<file path="config.mk">
export PLATFORM = sky130hd
export DESIGN_NAME = bqe_corner_gen
export DESIGN_NICKNAME = d
export VERILOG_FILES = /design/src/rtl/core/billboard_quad_expand_macros.svh /design/src/rtl/core/bqe_pkg.sv /design/src/rtl/core/bqe_corner_gen.sv
export SDC_FILE = /design/constraint.sdc
export NUM_CORES = 1
export LEC_CHECK = 0
export ABC_AREA = 0
export BUFFER_PORTS_ARGS = -buffer_cell sky130_fd_sc_hd__buf_2
export CORE_MARGIN = 2
export CORE_UTILIZATION = 40
export DETAILED_ROUTE_END_ITERATION = 8
export GPL_TIMING_DRIVEN = 0
export SLEW_MARGIN = 0
export SYNTH_ARGS = -nofsm -noshare
export SYNTH_HDL_FRONTEND = slang
export SYNTH_SLANG_ARGS = --single-unit
</file>
<file path="constraint.sdc">
create_clock -name clk -period 6.4 [get_ports clk]
set_clock_uncertainty 0.2 [all_clocks]
set_input_delay 0.96 -clock clk [delete_from_list [all_inputs] [get_ports clk]]
set_output_delay 0.96 -clock clk [all_outputs]
set_load 0.02 [all_outputs]
</file>
<file path="src/rtl/core/billboard_quad_expand_macros.svh">
// ----------------------------------------------------------------------------
// Billboard quad expander assertion macros
// Concurrent assertion wrappers shared by the RTL; empty when ASSERT_OFF is set.
// ----------------------------------------------------------------------------
`ifndef BILLBOARD_QUAD_EXPAND_MACROS_SVH
`define BILLBOARD_QUAD_EXPAND_MACROS_SVH

`ifndef ASSERT_OFF
// Clocked assertion, quiet while reset is high
`define BQE_ASSERT(lbl, clk_s, rst_s, prop, msg) \
  lbl: assert property (@(posedge clk_s) disable iff (rst_s) prop) else $error(msg);
// Clocked assertion, checked through reset as well
`define BQE_ASSERT_ALWAYS(lbl, clk_s, prop, msg) \
  lbl: assert property (@(posedge clk_s) prop) else $error(msg);
`else
`define BQE_ASSERT(lbl, clk_s, rst_s, prop, msg)
`define BQE_ASSERT_ALWAYS(lbl, clk_s, prop, msg)
`endif

`endif

</file>
<file path="src/rtl/core/bqe_pkg.sv">
// ----------------------------------------------------------------------------
// Billboard quad expander package
// Shared widths, constants, record types and the 16-bit saturation helper.
// ----------------------------------------------------------------------------
package bqe_pkg;

  localparam int AXES       = 3;
  localparam int AXIS_Y     = 1;
  localparam int COORD_W    = 16;
  localparam int SIZE_W     = 16;
  localparam int DIR_W      = 16;
  localparam int TIME_W     = 16;
  localparam int DIR_FRAC   = 14;
  localparam int TIME_FRAC  = 16;
  // signed 16 x unsigned 16 product
  localparam int PROD_W     = DIR_W + SIZE_W + 1;
  localparam int SCALED_W   = PROD_W - DIR_FRAC;
  localparam int DELTA_W    = PROD_W - TIME_FRAC;
  // moved +/- scaled right +/- scaled up never leaves this width
  localparam int SUM_W      = SCALED_W + 2;

  localparam int CORNER_W   = 2;
  localparam logic [CORNER_W-1:0] CORNER_LAST = 2'd3;

  localparam int REG_ADDR_W = 5;
  localparam int APB_DATA_W = 32;
  localparam int S_TDATA_W  = 128;
  localparam int M_TDATA_W  = 96;
  localparam int MOVED_LSB  = AXES * COORD_W;

  localparam logic signed [DIR_W-1:0] WORLD_UP_ONE = 16'sd16384;
  localparam logic signed [DIR_W-1:0] RESET_ONE    = 16'sd16384;

  localparam logic signed [SUM_W-1:0] SAT_MAX = 21'sd32767;
  localparam logic signed [SUM_W-1:0] SAT_MIN = -21'sd32768;

  typedef struct packed {
    logic [AXES-1:0][DIR_W-1:0] right;
    logic [AXES-1:0][DIR_W-1:0] up;
    logic                       cylindrical;
    logic [TIME_W-1:0]          time_step;
  } bqe_cfg_t;

  // Declared high to low so that a cast from tdata puts center x lowest
  typedef struct packed {
    logic [AXES-1:0][COORD_W-1:0] vel;
    logic [SIZE_W-1:0]            size_y;
    logic [SIZE_W-1:0]            size_x;
    logic [AXES-1:0][COORD_W-1:0] center;
  } bqe_quad_t;

  typedef struct packed {
    logic [AXES-1:0][COORD_W-1:0]  moved;
    logic [AXES-1:0][SCALED_W-1:0] sr;
    logic [AXES-1:0][SCALED_W-1:0] su;
  } bqe_geom_t;

  typedef struct packed {
    logic [AXES-1:0][COORD_W-1:0] moved;
    logic [AXES-1:0][COORD_W-1:0] pos;
    logic [CORNER_W-1:0]          corner;
    logic                         last;
  } bqe_corner_t;

  function automatic logic [COORD_W-1:0] sat16(input logic signed [SUM_W-1:0] v);
    logic [COORD_W-1:0] r;
    if (v > SAT_MAX) begin
      r = SAT_MAX[COORD_W-1:0];
    end else if (v < SAT_MIN) begin
      r = SAT_MIN[COORD_W-1:0];
    end else begin
      r = v[COORD_W-1:0];
    end
    return r;
  endfunction

endpackage

</file>
<file path="src/rtl/core/bqe_corner_gen.sv">
// ----------------------------------------------------------------------------
// Billboard quad expander corner generator
// Holds one quad's geometry and emits its four corners into the output register.
// ----------------------------------------------------------------------------
module bqe_corner_gen import bqe_pkg::*; (
  input  logic        clk,
  input  logic        rst,
  input  logic        geom_valid,
  output logic        geom_ready,
  input  bqe_geom_t   geom,
  output logic        out_valid,
  input  logic        out_ready,
  output bqe_corner_t out_corner
);

  logic                g_valid;
  bqe_geom_t           g;
  logic [CORNER_W-1:0] k;
  logic                out_load;
  logic                emit;
  logic                done;
  logic                r_add;
  logic                u_add;
  bqe_corner_t         corner_next;

  logic signed [SUM_W-1:0] m_ext  [AXES];
  logic signed [SUM_W-1:0] sr_ext [AXES];
  logic signed [SUM_W-1:0] su_ext [AXES];
  logic signed [SUM_W-1:0] sum    [AXES];

  assign out_load   = !out_valid || out_ready;
  assign emit       = g_valid && out_load;
  assign done       = emit && (k == CORNER_LAST);
  assign geom_ready = !g_valid || done;

  always_ff @(posedge clk) begin
    if (rst) begin
      g_valid   <= 1'b0;
      k         <= '0;
      out_valid <= 1'b0;
    end else begin
      if (geom_ready) begin
        g_valid <= geom_valid;
      end
      if (emit) begin
        k <= k + 2'd1;
      end
      if (out_load) begin
        out_valid <= g_valid;
      end
    end
  end

  always_ff @(posedge clk) begin
    if (geom_valid && geom_ready) begin
      g <= geom;
    end
    if (emit) begin
      out_corner <= corner_next;
    end
  end

  // Corner order: -r-u, +r-u, +r+u, -r+u
  assign r_add = k[0] ^ k[1];
  assign u_add = k[1];

  always_comb begin
    for (int a = 0; a < AXES; a++) begin
      m_ext[a]  = SUM_W'($signed(g.moved[a]));
      sr_ext[a] = SUM_W'($signed(g.sr[a]));
      su_ext[a] = SUM_W'($signed(g.su[a]));
      sum[a]    = m_ext[a] + (r_add ? sr_ext[a] : -sr_ext[a])
                           + (u_add ? su_ext[a] : -su_ext[a]);
      corner_next.pos[a] = sat16(sum[a]);
    end
    corner_next.moved  = g.moved;
    corner_next.corner = k;
    corner_next.last   = (k == CORNER_LAST);
  end

endmodule

</file>
# Word level (Yosys, flattened, before mapping)
# Index checks and enable logic that the tools add are counted.
totals:
  ff_bits: 265
  input_bits: 166
  elab_cells: 57
classes:
  add_sub_neg: 13
  order_cmp: 6
  eq_ne: 1
  n_mux: 9
  bitwise_logic: 1
  reduce_logical: 7
ops:
  columns: ["operator", "n"]
  rows:
  - ["2-to-1 mux 21 bit", 6]
  - ["negator 19 -> 21 bit", 6]
  - ["adder 16 x 21 -> 21 bit", 3]
  - ["adder 21 bit", 3]
  - ["greater-than comparator 21 x 16 -> 1 bit (second input constant)", 3]
  - ["less-than comparator 21 x 16 -> 1 bit (second input constant)", 3]
  - ["2-to-1 mux 16 bit", 3]
  - ["logical AND 1 bit", 3]
  - ["adder 2 x 1 -> 2 bit (second input constant)", 1]
  - ["== test 2 bit (second input constant)", 1]
  - ["logical NOT 1 bit", 2]
  - ["logical OR 1 bit", 2]
  - ["bitwise XOR 1 bit", 1]

# Depth between registers and ports, before layout
depth:
  word_depth: 6
  mapped_depth: 20
  mapped_depth_nobuf: 18

# Worst setup path before layout
# OpenSTA, ideal clock, no wires.
synth_timing:
  kind: "input-to-reg"
  from: "in out_ready"
  to: "reg g (netlist bit corner_next[51]), enable pin"
  setup_time_ps: 541
  arrival_ps: 5090
  required_time_ps: 5659
  path_slack_ps: 569
  path_stages: 4
  path_buffers: 0
  path_cell_list: "nand2b_1 > nand2_1 > nand2_1 > and2_1"
synth_between:
  elab_chain_cells: 5
synth_rtl:
  columns: ["element", "line", "text"]
  rows:
  - ["start, declared", "bqe_corner_gen.sv:12", "input logic out_ready,"]
  - ["logical OR 1 bit", "bqe_corner_gen.sv:31", "assign out_load = !out_valid || out_ready;"]
  - ["logical AND 1 bit", "bqe_corner_gen.sv:32", "assign emit = g_valid && out_load;"]
  - ["logical AND 1 bit", "bqe_corner_gen.sv:33", "assign done = emit && (k == CORNER_LAST);"]
  - ["logical OR 1 bit", "bqe_corner_gen.sv:34", "assign geom_ready = !g_valid || done;"]
  - ["net geom_ready", "bqe_corner_gen.sv:9", "output logic geom_ready,"]
  - ["logical AND 1 bit", "bqe_corner_gen.sv:55", "if (geom_valid && geom_ready) begin"]
  - ["end signal, assigned", "bqe_corner_gen.sv:56", "g <= geom;"]
  - ["end, declared", "bqe_corner_gen.sv:17", "bqe_geom_t g;"]
# The timed path passes the listed nets, and every way through them passes these cells.
# A chain may end at the register's enable or synchronous reset.

# Worst setup path in the final report
layout_timing:
  from: "reg k[0]"
  to: "reg out_corner[25] in the netlist's numbering (data pin)"
layout_between:
  elab_chain_cells: 6
  elab_cells_between_ends: 7
  classes_between: "2 x add/sub; 2 x order compare; 2 x mux; 1 x bitwise"
layout_rtl:
  columns: ["element", "line", "text"]
  rows:
  - ["start, declared", "bqe_corner_gen.sv:18", "logic [CORNER_W-1:0] k;"]
  - ["start signal, assigned", "bqe_corner_gen.sv:46", "k <= k + 2'd1;"]
  - ["bitwise XOR 1 bit *", "bqe_corner_gen.sv:64", "assign r_add = k[0] ^ k[1];"]
  - ["net r_add", "bqe_corner_gen.sv:22", "logic r_add;"]
  - ["2-to-1 mux 21 bit *", "bqe_corner_gen.sv:72", "sum[a] = m_ext[a] + (r_add ? sr_ext[a] : -sr_ext[a])"]
  - ["adder 16 x 21 -> 21 bit *", "bqe_corner_gen.sv:72", null]
  - ["adder 21 bit *", "bqe_corner_gen.sv:73", "+ (u_add ? su_ext[a] : -su_ext[a]);"]
  - ["less-than comparator 21 x 16 -> 1 bit", "bqe_pkg.sv:69", "end else if (v < SAT_MIN) begin"]
  - ["2-to-1 mux 16 bit", "bqe_pkg.sv:69", null]
  - ["end signal, assigned", "bqe_corner_gen.sv:59", "out_corner <= corner_next;"]
  - ["end, declared", "bqe_corner_gen.sv:13", "output bqe_corner_t out_corner"]
# The timed path passes the listed nets; every way through them passes the cells marked *.

==> impl_results.md <==
- Area contributors post-synth: edfxtp_1, fa_1, xnor2_1, ha_1, inv_1
- Slew at the pin closest to its max-slew limit: 1010 ps
- Reg power frac: 0.311
- Initial DRC Count: 700
- Hold Path Class: flop to flop
- Die H: 202 µm
- #FFs+latches synth: 265
- Initial antenna violation count: 4
- Floorplan die width: 202 µm
- Crit start category: flop
- Levels on crit path: 17
- Outcome: finished, final reports clean
- Gate Count Post-Synth: 1,385
- Final wirelength: 40,400 µm
- Avg Inst Size Synth: 11.3 µm²
- Global-route usage over all layers: 0.198
- Switch Pwr: 2990 µW
- TritonCTS clock tree: done
- DRC violation count after routing: 0
- Die Area: 40,800 µm²
- Yosys cell types: 68
- Share of cells above drive strength 1: 0.213
- Row count: 72
- Buffers added on ports: 266
- Data required time at the worst endpoint: 6500 ps
- WL per Instance: 18.1 µm
- Net Count, Synth: 1,678
- Initial core utilization: 0.406
- Power Density: 405 nW/µm²
- Peak Freq: 167 MHz
- Drt pass-1 iters: 5
- Slew headroom: 0.322
- Core box area: 38,600 µm²
- Fin crit period: 6000 ps
- Kind of critical path: flop to flop
- Final Wtd Congestion: 0.869
- Root Buffer: clkbuf_16
- Mapped Area: 15,700 µm²
- Final Core Density: 0.489
- Yosys top cell area share: 0.500
- Buf/Inv on CP: 4
- Critical Path End Type: flop
- Warnings from Yosys: 0
- CTS Hold Bufs: 0
- Internal Pwr Total: 4650 µW
- EDFF count, synth: 261
- Clock power share: 0.225
- Primary FF master, synth: edfxtp_1
- Vias in the first global route: 11,500
- IO Pins: 267
- Clk slew on worst S/H paths: 60 ps
- Final std cells w/o fill: 2,233
- CTS Buf Count: 30
- Synth area leader: edfxtp_1
- CTS max path bufs: 3
- RSZ-0062 raised after global routing: no
- Max-slew violations: 0
- Power Total: 7650 µW
- Sequential share of the synthesized area: 0.505
- Gate power share: 0.464
- Sw Ratio: 0.391
- Hold path depth: 0
- Max-cap violations: 0
- Area Overhead vs Synth: 20.5%
- Worst-Skew Late Latency: 570 ps
- Static leakage: 0.00767 µW
- Final antenna-violating net count: 0
- Clock net sink count: 265
- Final Worst Setup Slack: 396 ps
- Via count: 11,300
- Placed Instances: 2,173
- Slowest CP cell: fa_1
- Post-DP HPWL: 31,500 µm
- H-tree depth: 1
- Drt via density: 5.05
- Ys async rst share: 0
- Largest net degree at the start of global routing: 64
- Critical Path Max Stage Delay: 560 ps
- CP cell instances: ha_2 > clkbuf_2 > clkbuf_4 > nor2_1 > xnor2_1 > fa_1 > inv_1 > fa_1 > a21o_1 > a221oi_2 > nor4_1 > o31ai_1 > nor3b_1 > o21ai_0 > o41ai_4 > clkbuf_2 > a21oi_1
- Critical path arrival: 6100 ps
- WHS: 246 ps
- Remaining global-route overflow: 0
- R2r setup slk: 400 ps
- First-pass GRT wire length: 62,800 µm
- Crit-path max FO: 12
- Fin nets: 1,980
- Filler Cells Inserted: 3,580
- Max IR drop VDD: 0.274 mV
- Period Utilization, post-route: 0.938
- Hold Vio Cnt, Final: 0
- DP Worst Slack: -1040 ps
- CP delay by family, top: compound AO/OA/AOI/OAI gates
- Final setup vio count: 0
- Worst reg2reg path depth: 17
==> layout by cell type, fill, tap and decap left out, types with 11 or more instances in the layout <==
master	Yosys	routed
fa_1	63	63
nand2_1	44	44
nor4_1	29	26
nor2_1	111	111
nand3_1	27	27
nand4_1	18	18
a21oi_1	113	113
inv_1	191	190
a21o_1	18	18
o211ai_1	11	11
clkbuf_16	0	31
o21a_1	17	17
edfxtp_1	261	261
ha_1	64	63
nor3_1	39	36
buf_2	3	271
xnor2_1	130	130
a31oi_1	17	17
xor2_1	24	24
clkbuf_1	15	13
o21ai_0	41	41
==> synth_stat cells, types with 7 or more instances <==
cell type	number
o21ai_0	41
nor4_1	29
nand2b_1	8
nor2_1	111
xnor2_1	130
o211ai_1	11
o21a_1	17
clkbuf_1	15
nand3_1	27
a211oi_1	8
or2_2	8
a21o_1	18
nor3_1	39
fa_1	63
mux2i_1	9
nor3b_1	7
nand4_1	18
xor2_1	24
inv_1	191
buf_1	7
edfxtp_1	261
nand2_1	44
ha_1	64
nor2b_1	7
a31oi_1	17
and3_1	8
a21oi_1	113
==> cell families (layout without fill, tap and decap cells) <==
kind of cell    after synthesis  after routing  synth area share
flops                       265            265             0.505
other cells                   0              4                 0
fa+ha+maj                   127            127             0.132
buf+inv                     219            545            0.0535
compound gates              275            275             0.109
simple gates                335            335             0.107
xor+xnor                    155            155            0.0875
mux                           9              9           0.00575
==> repair_timing <==
item	in CTS	in global routing
gates resized for setup	19	16
hold endpoints to repair	0	0
pin swaps	0	2
buffers inserted	0	1
endpoints found under the setup margin	40	36
==> per-layer routing <==
layer,global-route usage,vias to the layer above,wire length (µm)
met1,0.269,5378,18200
li1,-,5527,-
met2,0.325,314,18600
met5,0,-,0
met3,0.0339,61,2360
met4,0.0630,0,1220
==> power by group through the flow <==
stage | registers [µW] | logic [µW] | clock network, µW
2_1_floorplan | 2610 | 2350 | 0
3_3_place_gp | 2440 | 3410 | 0
3_5_place_dp | 2410 | 3450 | 0
4_1_cts | 2380 | 3530 | 1770
5_1_grt | 2400 | 3980 | 1830
6_report | 2380 | 3550 | 1720
==> through the flow <==
step / area (µm²) / setup TNS [ps]
floorplan: 15700 / 0
global placement: 17700 / -204630
detailed placement: 17800 / -26700
CTS: 18800 / 0
global route: 18900 / 0
finish: 18900 / 0
==> path summary, 6_finish.rpt <==
| kind | start | endpoint |
|---|---|---|
| min | corner_next[96] | out_corner[96] |
| max reg2reg | k[0] | out_corner[25] |
| min reg2reg | corner_next[96] | out_corner[96] |
| max | k[0] | out_corner[25] |
==> state kept, by name, summed over array words and instances, names as in the netlist <==
signal / flops
out_valid: 1
corner_next: 48
g: 114
out_corner: 99
k: 2
g_valid: 1
==> final cells by class <==
class	instances	area, µm²	area share
Timing Repair Buffer	271	1440	0.0763
Clock inverter	17	171	0.00908
Buffer	27	145	0.00769
Clock buffer	39	826	0.0437
Antenna cell	4	10.0	0.000530
Tap cell	518	648	0.0343
Sequential cell	265	7920	0.419
Inverter	191	719	0.0381
Multi-Input combinational cell	901	7000	0.371
No activity file was read; power rests on OpenSTA's default activity.
