`src/rtl/core/billboard_quad_expand_macros.svh`:
```
// ----------------------------------------------------------------------------
// Billboard quad expander assertion macros
// Concurrent assertion wrappers shared by the RTL; empty when ASSERT_OFF is set.
// ----------------------------------------------------------------------------
`ifndef BILLBOARD_QUAD_EXPAND_MACROS_SVH
`define BILLBOARD_QUAD_EXPAND_MACROS_SVH

`ifndef ASSERT_OFF
// Clocked assertion, quiet while reset is high
`define BQE_ASSERT(lbl, clk_s, rst_s, prop, msg) \
  lbl: assert property (@(posedge clk_s) disable iff (rst_s) prop) else $error(msg);
// Clocked assertion, checked through reset as well
`define BQE_ASSERT_ALWAYS(lbl, clk_s, prop, msg) \
  lbl: assert property (@(posedge clk_s) prop) else $error(msg);
`else
`define BQE_ASSERT(lbl, clk_s, rst_s, prop, msg)
`define BQE_ASSERT_ALWAYS(lbl, clk_s, prop, msg)
`endif

`endif

```
`src/rtl/core/bqe_pkg.sv`:
```
// ----------------------------------------------------------------------------
// Billboard quad expander package
// Shared widths, constants, record types and the 16-bit saturation helper.
// ----------------------------------------------------------------------------
package bqe_pkg;

  localparam int AXES       = 3;
  localparam int AXIS_Y     = 1;
  localparam int COORD_W    = 16;
  localparam int SIZE_W     = 16;
  localparam int DIR_W      = 16;
  localparam int TIME_W     = 16;
  localparam int DIR_FRAC   = 14;
  localparam int TIME_FRAC  = 16;
  // signed 16 x unsigned 16 product
  localparam int PROD_W     = DIR_W + SIZE_W + 1;
  localparam int SCALED_W   = PROD_W - DIR_FRAC;
  localparam int DELTA_W    = PROD_W - TIME_FRAC;
  // moved +/- scaled right +/- scaled up never leaves this width
  localparam int SUM_W      = SCALED_W + 2;

  localparam int CORNER_W   = 2;
  localparam logic [CORNER_W-1:0] CORNER_LAST = 2'd3;

  localparam int REG_ADDR_W = 5;
  localparam int APB_DATA_W = 32;
  localparam int S_TDATA_W  = 128;
  localparam int M_TDATA_W  = 96;
  localparam int MOVED_LSB  = AXES * COORD_W;

  localparam logic signed [DIR_W-1:0] WORLD_UP_ONE = 16'sd16384;
  localparam logic signed [DIR_W-1:0] RESET_ONE    = 16'sd16384;

  localparam logic signed [SUM_W-1:0] SAT_MAX = 21'sd32767;
  localparam logic signed [SUM_W-1:0] SAT_MIN = -21'sd32768;

  typedef struct packed {
    logic [AXES-1:0][DIR_W-1:0] right;
    logic [AXES-1:0][DIR_W-1:0] up;
    logic                       cylindrical;
    logic [TIME_W-1:0]          time_step;
  } bqe_cfg_t;

  // Declared high to low so that a cast from tdata puts center x lowest
  typedef struct packed {
    logic [AXES-1:0][COORD_W-1:0] vel;
    logic [SIZE_W-1:0]            size_y;
    logic [SIZE_W-1:0]            size_x;
    logic [AXES-1:0][COORD_W-1:0] center;
  } bqe_quad_t;

  typedef struct packed {
    logic [AXES-1:0][COORD_W-1:0]  moved;
    logic [AXES-1:0][SCALED_W-1:0] sr;
    logic [AXES-1:0][SCALED_W-1:0] su;
  } bqe_geom_t;

  typedef struct packed {
    logic [AXES-1:0][COORD_W-1:0] moved;
    logic [AXES-1:0][COORD_W-1:0] pos;
    logic [CORNER_W-1:0]          corner;
    logic                         last;
  } bqe_corner_t;

  function automatic logic [COORD_W-1:0] sat16(input logic signed [SUM_W-1:0] v);
    logic [COORD_W-1:0] r;
    if (v > SAT_MAX) begin
      r = SAT_MAX[COORD_W-1:0];
    end else if (v < SAT_MIN) begin
      r = SAT_MIN[COORD_W-1:0];
    end else begin
      r = v[COORD_W-1:0];
    end
    return r;
  endfunction

endpackage

```
`src/rtl/core/bqe_cfg_regs.sv`:
```
// ----------------------------------------------------------------------------
// Billboard quad expander configuration registers
// APB register file holding camera vectors, cylindrical mode and time step.
// ----------------------------------------------------------------------------
module bqe_cfg_regs import bqe_pkg::*; (
  input  logic                  clk,
  input  logic                  rst,
  input  logic                  psel,
  input  logic                  penable,
  input  logic                  pwrite,
  input  logic [REG_ADDR_W-1:0] paddr,
  input  logic [APB_DATA_W-1:0] pwdata,
  output logic [APB_DATA_W-1:0] prdata,
  output logic                  pready,
  output bqe_cfg_t              cfg
);

  typedef enum logic [2:0] {
    REG_RIGHT_X,
    REG_RIGHT_Y,
    REG_RIGHT_Z,
    REG_UP_X,
    REG_UP_Y,
    REG_UP_Z,
    REG_CYLINDRICAL,
    REG_TIME_STEP
  } bqe_reg_t;

  bqe_reg_t reg_idx;
  logic     wr_en;

  assign pready  = 1'b1;
  assign reg_idx = bqe_reg_t'(paddr[REG_ADDR_W-1:2]);
  assign wr_en   = psel && penable && pwrite && pready;

  always_ff @(posedge clk) begin
    if (rst) begin
      cfg.right[0]    <= RESET_ONE;
      cfg.right[1]    <= '0;
      cfg.right[2]    <= '0;
      cfg.up[0]       <= '0;
      cfg.up[1]       <= RESET_ONE;
      cfg.up[2]       <= '0;
      cfg.cylindrical <= 1'b0;
      cfg.time_step   <= '0;
    end else if (wr_en) begin
      unique case (reg_idx)
        REG_RIGHT_X:     cfg.right[0]    <= pwdata[DIR_W-1:0];
        REG_RIGHT_Y:     cfg.right[1]    <= pwdata[DIR_W-1:0];
        REG_RIGHT_Z:     cfg.right[2]    <= pwdata[DIR_W-1:0];
        REG_UP_X:        cfg.up[0]       <= pwdata[DIR_W-1:0];
        REG_UP_Y:        cfg.up[1]       <= pwdata[DIR_W-1:0];
        REG_UP_Z:        cfg.up[2]       <= pwdata[DIR_W-1:0];
        REG_CYLINDRICAL: cfg.cylindrical <= pwdata[0];
        REG_TIME_STEP:   cfg.time_step   <= pwdata[TIME_W-1:0];
      endcase
    end
  end

  // Signed registers read back sign extended
  always_comb begin
    unique case (reg_idx)
      REG_RIGHT_X:     prdata = APB_DATA_W'($signed(cfg.right[0]));
      REG_RIGHT_Y:     prdata = APB_DATA_W'($signed(cfg.right[1]));
      REG_RIGHT_Z:     prdata = APB_DATA_W'($signed(cfg.right[2]));
      REG_UP_X:        prdata = APB_DATA_W'($signed(cfg.up[0]));
      REG_UP_Y:        prdata = APB_DATA_W'($signed(cfg.up[1]));
      REG_UP_Z:        prdata = APB_DATA_W'($signed(cfg.up[2]));
      REG_CYLINDRICAL: prdata = APB_DATA_W'(cfg.cylindrical);
      REG_TIME_STEP:   prdata = APB_DATA_W'(cfg.time_step);
    endcase
  end

endmodule

```
`config.mk`:
```
export PLATFORM = sky130hd
export DESIGN_NAME = bqe_cfg_regs
export DESIGN_NICKNAME = d
export VERILOG_FILES = /design/src/rtl/core/billboard_quad_expand_macros.svh /design/src/rtl/core/bqe_pkg.sv /design/src/rtl/core/bqe_cfg_regs.sv
export SDC_FILE = /design/constraint.sdc
export NUM_CORES = 1
export LEC_CHECK = 0
export BUFFER_PORTS_ARGS = -buffer_cell sky130_fd_sc_hd__buf_4
export CAP_MARGIN = 40
export CORE_MARGIN = 2
export CORE_UTILIZATION = 49
export DETAILED_ROUTE_END_ITERATION = 8
export MAX_ROUTING_LAYER = met4
export PLACE_DENSITY = 0.8
export SYNTH_ARGS = -nofsm -noshare
export SYNTH_HDL_FRONTEND = slang
export SYNTH_SLANG_ARGS = --single-unit
```
`constraint.sdc`:
```
create_clock -name clk -period 2.9 [get_ports clk]
set_clock_uncertainty 0.15 [all_clocks]
set_input_delay 0.29 -clock clk [delete_from_list [all_inputs] [get_ports clk]]
set_output_delay 0.29 -clock clk [all_outputs]
set_load 0.05 [all_outputs]
```
# Word level (Yosys, flattened, before mapping)
# Index checks and enable logic that the tools add are counted.
word_totals:
  regBits: 113
  input_bits: 42
  output_inout_bits: 146
  word_cells: 27
classes:
  n_eq_ne: 7
  n_mux: 1
  reduce_logical: 11
ops:
  columns: ["operator", "n"]
  rows:
  - ["$pmux W32 S8", 1]
  - ["$reduce_and A2 Y1", 8]
  - ["$eq A3 B3 Y1 const B", 4]
  - ["$eq A3 B2 Y1 const B", 2]
  - ["$eq A3 B1 Y1 const B", 1]
  - ["$logic_not A3 Y1", 1]
  - ["$logic_and A1 B1 Y1", 2]

# Logic depth before layout (Yosys ltp)
# Gate-level depths: netlist of the first run.
depth:
  ltp_word: 3
  mapped_depth: 8
  ltp_nobuf: 4

# Worst setup path before layout of the first run
# OpenSTA, ideal clock, no wires.
synth_timing:
  path_type: "register to output"
  from: "reg cfg[64] (netlist name)"
  to: "out prdata[15]"
  arrival_time_ns: 3.398
  t_required_ns: 2.460
  path_slack_ns: -0.938
  path_stages_with_launch: 5
  n_path_buf: 0
  path_cell_list: "dfxtp_1 mux2_2 a22oi_1 o21ai_0 a41o_1"
synth_between:
  elab_chain_len: 1
synth_rtl:
  columns: ["item", "line_no", "rtl"]
  rows:
  - ["start: declaration", "bqe_cfg_regs.sv:15", "output bqe_cfg_t cfg"]
  - ["$pmux W32 S8", "bqe_cfg_regs.sv:62", "unique case (reg_idx)"]
  - ["end: declaration", "bqe_cfg_regs.sv:13", "output logic [APB_DATA_W-1:0] prdata,"]
# No other way between the ends.

# Worst setup path in the final report of the first run
layout_timing:
  from: "in paddr[2]"
  to: "out prdata[13]"
layout_between:
  elab_chain_len: 2
  elab_cells_between_ends: 9
  classes_between: "eq/ne (7); mux (1); reduce/logical (1)"
layout_rtl:
  columns: ["item", "line_no", "rtl"]
  rows:
  - ["start: declaration", "bqe_cfg_regs.sv:11", "input logic [REG_ADDR_W-1:0] paddr,"]
  - ["$eq A3 B3 Y1, or another cell as far along", "bqe_cfg_regs.sv:62", null]
  - ["$pmux W32 S8 (*)", "bqe_cfg_regs.sv:62", null]
# Every way passes the cells marked *; elsewhere a longest branch is shown, timed or not.

==> out/qor.txt, run 1 <==
Multiplexer share of the synthesized area - 6.23%
Vias in the first global route - 4906
Dpl ws - 0.481 ns
Synth-to-Final Area Change - 37.6%
I/O pin count - 188
Max FFs per register - 113
H-tree Lvls - 4
Hold/Removal Path Class - in -> reg
CP delay by family, top - buffers and inverters
Placed Cells - 905
Cells after synthesis - 657
Clock Tree Root - clkbuf_8
Core footprint - 0.00986 sq mm
Critical Path Fanout Max - 38
Pwr dens - 556 mW/mm^2
Sequence of cells on the critical path - buf_4 > clkinv_1 > o21ai_0 > a21oi_1 > o22a_1 > buf_4
Mapped Nets - 699
Critical Path Sink Type - output pin
Antenna Nets Post-Route - 0
Antenna Diode Count - 0
Setup Crit Path Kind - in -> out
Final nets - 849
Synthesized cell area - 0.00502 sq mm
Mean Syn Cell Area - 7.64 sq um
Setup Buffers After CTS - 0
Count of warnings emitted by yosys - 0
# rows - 36
Bufs and invs on worst path - 3
Synth cell types - 37
Slew Viols, Final - 0
Global route overflow - 0
Detailed Place HPWL - 12.2 mm
DR vias - 5432
Slowest Stage Delay on Critical Path - 0.52 ns
First-pass GRT wire length - 27.3 mm
Final worst slack - 0.364 ns
Total Neg Setup Slack - 0 ns
Largest net degree at the start of global routing - 63
Synth Area in Compound Gates - 18.9%
Die Ht - 105 microns
Die area - 0.0111 sq mm
Post-Layout Cell Count - 953
CP Launch Type - primary input
Max_cap viols - 0
First drt pass iteration count - 6
Antenna violations before repair - 0
GRT Util Overall - 32.7%
GP Congestion - 0.951
Initial core utilization - 50.9%
Setup violations, final - 0
Critical-path top delay cell - clkinv_1
Worst-path clk slew - 0.06 ns
Average wire per standard cell - 18.8 microns
Critical Path RT - 2.46 ns
Layout cells sized above 1 - 28.7%
Worst vdd ir - 0.000338 V
FMAX - 0.394 GHz
Most frequent CP cell - buf_4
Skew-Pair Late Insertion Delay - 0.52 ns
Fin. Hold Viols - 0
DR iter-0 viols - 515
Xor and xnor area share after synthesis - 0%
Critical Path AT - 2.10 ns
DRC viols - 0
Period utilisation layout - 87.5%
CTS tree - built
DR vias/cell - 5.70
Post-route minimum period - 2.54 ns
Worst-Margin Slew - 0.763 ns
DRT Wirelength - 18.0 mm
Clock sinks - 113
Status - completed
Synthesized flop and latch total - 113
Worst slew margin - 49.1%
Synth Area in Adders - 0%
RSZ-0062 raised after global routing - false
Regs by FF count - cfg (113)
Share of the yosys chip area belonging to registers - 45.0%
Post-synthesis simple-gate area fraction - 22.4%
Leakage - 2.78 nW
Max Root-Sink Buffers - 2
Die width - 105 microns
CTS Buf Count - 17
Leading cell type in the layout, fill and taps excluded - nand2_1
Largest family of logic cells by synthesized area - simple AND/OR/NAND/NOR gates
Biggest register - cfg
Commonest cells after routing, fill and taps aside - nand2_1 (232), buf_4 (182), a21oi_1 (123)
IO Port Bufs - 168
[through the flow]
step	cell area [sq um]	util, %	hold WS [ns]	power, mW
after detailed placement	6200	62.8	0.313	1.93
after global placement	6200	62.8	0.309	1.93
after global routing	6910	70.1	0.165	3.93
after CTS	6910	70.1	0.137	3.84
final	6910	70.1	0.129	3.85
after floorplan	5030	-	0.276	1.81
[layer usage]
layer  track usage, %  share of wire (%)
met1             43.6                 42
met2             48.6                 46
met3             6.86                 10
met4             13.1                2.5
met5                -                  0
[Yosys cell counts]
master	number	share of area, %
o221a_2	3	0.67
a31oi_1	10	1.2
o21ai_0	9	0.90
nand4b_4	1	0.47
nand2_1	232	17
a32oi_1	4	0.70
dfxtp_1	113	45
clkbuf_1	24	1.8
mux4_2	3	1.3
a41o_1	1	0.20
o22a_1	4	0.70
a21oi_1	123	12
o211ai_1	7	1.0
mux2i_1	20	4.0
nor2_2	1	0.12
nor2_1	23	1.7
nand3_1	3	0.30
or3_1	2	0.25
o221ai_1	1	0.17
nor4bb_1	1	0.20
or2_2	5	0.62
mux2_2	4	0.90
nor3b_1	1	0.15
nand4_2	1	0.25
a41oi_1	1	0.17
nor3_1	2	0.20
o22ai_1	4	0.50
nand2b_1	2	0.25
nor3_2	2	0.40
a22oi_1	2	0.30
conb_1	1	0.075
nor2b_1	1	0.12
buf_4	22	3.3
clkbuf_2	2	0.20
inv_1	2	0.15
buf_2	19	1.9
clkinv_1	1	0.075
[cell families after synthesis]
kind of cell	Yosys count
AO/OA/AOI/OAI	169
buffers and inverters	70
flip-flops	113
multiplexers	27
other	1
AND/OR/NAND/NOR	277
[final timing paths]
path | startpoint | to | slack (ns) | cells after the start
min reg2reg | cfg[6]$_SDFFE_PP0P_ | cfg[6]$_SDFFE_PP0P_ | 0.32 | 2
min | rst | cfg[52]$_SDFFE_PP0P_ | 0.13 | 2
max | paddr[2] | prdata[13] | 0.36 | 6
max reg2reg | cfg[47]$_SDFFE_PP1P_ | cfg[47]$_SDFFE_PP1P_ | 1.99 | 2
[what timing repair did]
item                                   4_1_cts  5_1_grt
resized for setup                            0        0
endpoints found under the hold margin      113        0
hold buffers                                16        0
[power by group]
| part | internal (mW) | switching (mW) | leakage, nW |
|---|---|---|---|
| Combinational | 0.105 | 0.244 | 1.61 |
| Sequential | 1.56 | 0.0108 | 0.911 |
| Clock | 1.14 | 0.782 | 0.257 |
[area by class of cell]
type	count	area [sq um]
clock buffers	17	414
fillers	775	2950
repair buffers	198	1530
flip-flops and latches	113	2260
inverters	3	11.3
clock inverters	15	139
multi-input cells	474	2390
well taps	133	166
Note: power is estimated with default switching activity, not from simulation.
==> inputs of run 2 (changes only) <==
--- a/config.mk
+++ b/config.mk
@@ -8,10 +8,9 @@
 export BUFFER_PORTS_ARGS = -buffer_cell sky130_fd_sc_hd__buf_4
 export CAP_MARGIN = 40
 export CORE_MARGIN = 2
-export CORE_UTILIZATION = 49
+export CORE_UTILIZATION = 30
 export DETAILED_ROUTE_END_ITERATION = 8
 export MAX_ROUTING_LAYER = met4
-export PLACE_DENSITY = 0.8
 export SYNTH_ARGS = -nofsm -noshare
 export SYNTH_HDL_FRONTEND = slang
 export SYNTH_SLANG_ARGS = --single-unit
==> out/qor.txt, run 2 (synthesis gave the netlist of run 1 again) <==
Total Neg Setup Slack - 0 ns
IO Port Bufs - 168
Setup violations, final - 0
First-pass GRT wire length - 29.0 mm
I/O pin count - 188
Antenna violations before repair - 0
Critical-path top delay cell - o21ai_2
Die width - 133 microns
Layout cells sized above 1 - 29.1%
Initial core utilization - 30.5%
Hold-fix buffers, CTS - 0
Average wire per standard cell - 18.6 microns
Slew Viols, Final - 0
Commonest cells after routing, fill and taps aside - nand2_1 (232), buf_4 (184), a21oi_1 (123)
Setup Buffers After CTS - 0
Clock sinks - 113
CP delay by family, top - compound AO/OA/AOI/OAI gates
Final worst slack - 0.519 ns
CTS Buf Count - 17
Max Root-Sink Buffers - 2
Grt met3 use - 6.16%
Worst Hold End - cfg[50]$_SDFFE_PP0P_
Leakage - 2.78 nW
Worst vdd ir - 0.000422 V
DRT Wirelength - 19.1 mm
GP Congestion - 0.851
CTS tree - built
Reg-to-Reg Start - cfg[106]$_SDFFE_PP0P_
CP Launch Type - flip-flop
Worst-path clk slew - 0.06 ns
Dpl ws - 0.562 ns
Worst slew margin - 45.6%
Critical Path RT - 2.46 ns
Final nets - 836
Fin. Hold Viols - 0
Antenna Nets Post-Route - 0
Critical Path Fanout Max - 17
Largest net degree at the start of global routing - 73
Hold/Removal Path Class - in -> reg
Worst R2R Path Depth - 2
Hold wc startpoint - pwdata[1]
Hold path depth - 3
Bufs and invs on worst path - 1
Die area - 0.0178 sq mm
Clock Tree Root - clkbuf_16
FMAX - 0.420 GHz
R2r endpoint - cfg[106]$_SDFFE_PP0P_
Die Ht - 133 microns
Busiest layer in global routing - met2
Regs by FF count - cfg (113)
RSZ-0062 raised after global routing - false
Grt met1 use - 30.6%
Worst-Margin Slew - 0.817 ns
Met2 global-route usage - 31.6%
Detailed Place HPWL - 13.5 mm
DR vias - 5163
Total power - 4.16 mW
Global route overflow - 0
Critical Path AT - 1.94 ns
Pwr dens - 596 mW/mm^2
Skew-Pair Late Insertion Delay - 0.41 ns
Post-route minimum period - 2.38 ns
Vias in the first global route - 4706
Antenna Diode Count - 0
Filler cells - 1687
Synth-to-Final Area Change - 38.9%
Sequence of cells on the critical path - mux2_2 > a22oi_1 > o21ai_2 > a41o_1 > buf_4
Core footprint - 0.0165 sq mm
# rows - 47
DR vias/cell - 5.03
Post-CTS resize count - 0
Flop2flop setup slack - 2.04 ns
Leading cell type in the layout, fill and taps excluded - nand2_1
Critical Path Sink Type - output pin
Max FFs per register - 113
Max_cap viols - 0
Setup Crit Path Kind - reg -> out
First drt pass iteration count - 5
H-tree Lvls - 4
Period utilisation layout - 82.1%
Status - completed
GRT Util Overall - 22.1%
Biggest register - cfg
DRC viols - 0
DR iter-0 viols - 492
Slowest Stage Delay on Critical Path - 0.50 ns
-- run 2: changes by cell type in the layout (fill, tap and decap cells not counted) --
cell | previous run | this run
clkbuf_1 | 0 | 3
clkinv_4 | 5 | 1
buf_4 | 182 | 184
inv_6 | 2 | 0
clkbuf_8 | 1 | 3
bufinv_16 | 1 | 4
buf_12 | 0 | 1
clkinvlp_4 | 5 | 2
dlygate4sd3_1 | 16 | 0
clkbuf_16 | 16 | 17
-- run 2: worst max path at each step --
stage	from	endpoint	cells past startpoint	slack, ns
floorplan	cfg[64]$_SDFFE_PP0P_	prdata[15]	4	0.27
global placement	paddr[3]	prdata[15]	6	0.57
detailed placement	paddr[3]	prdata[15]	6	0.56
CTS	cfg[48]$_SDFFE_PP0P_	prdata[15]	5	0.50
global route	cfg[48]$_SDFFE_PP0P_	prdata[15]	5	0.37
finish	cfg[48]$_SDFFE_PP0P_	prdata[15]	5	0.52
-- run 2: layout make-up --
cell class                 count  area, sq um  share of cell area (%)
tap                          220          275                    3.95
sequential                   113         2260                    32.4
clock inverter                 9          154                    2.21
timing repair buffer         185         1400                    20.1
inverter                       3         11.3                   0.161
multi-input combinational    474         2390                    34.3
clock buffer                  23          478                    6.85
-- run 2: worst register-to-register path, stage by stage, from the launching register on --
cell	delay, ns
dfxtp_1	0.41
nand2_1	0.07
a21oi_1	0.16
-- run 2: where the power goes --
part / internal [mW] / switching (mW)
registers: 1.57 / 0.0101
clock network: 1.50 / 0.739
logic: 0.0947 / 0.246
total: 3.16 / 0.995
-- run 2: routing by layer --
layer  up-vias  wire length (microns)
li1       2482                      -
met3        18                   1620
met2       200                   8590
met1      2463                   8650
met5         -                      0
met4         0                    201
-- run 2: per-stage QoR --
stage	instances	util (%)	area, sq um	hold slack, ns
finish	1027	42.4	6970	0.0267
global route	1027	42.4	6970	0.0246
CTS	1027	42.4	6970	0.0106
detailed placement	995	38.5	6340	0.314
global placement	995	38.5	6340	0.306
floorplan	657	-	5030	0.276
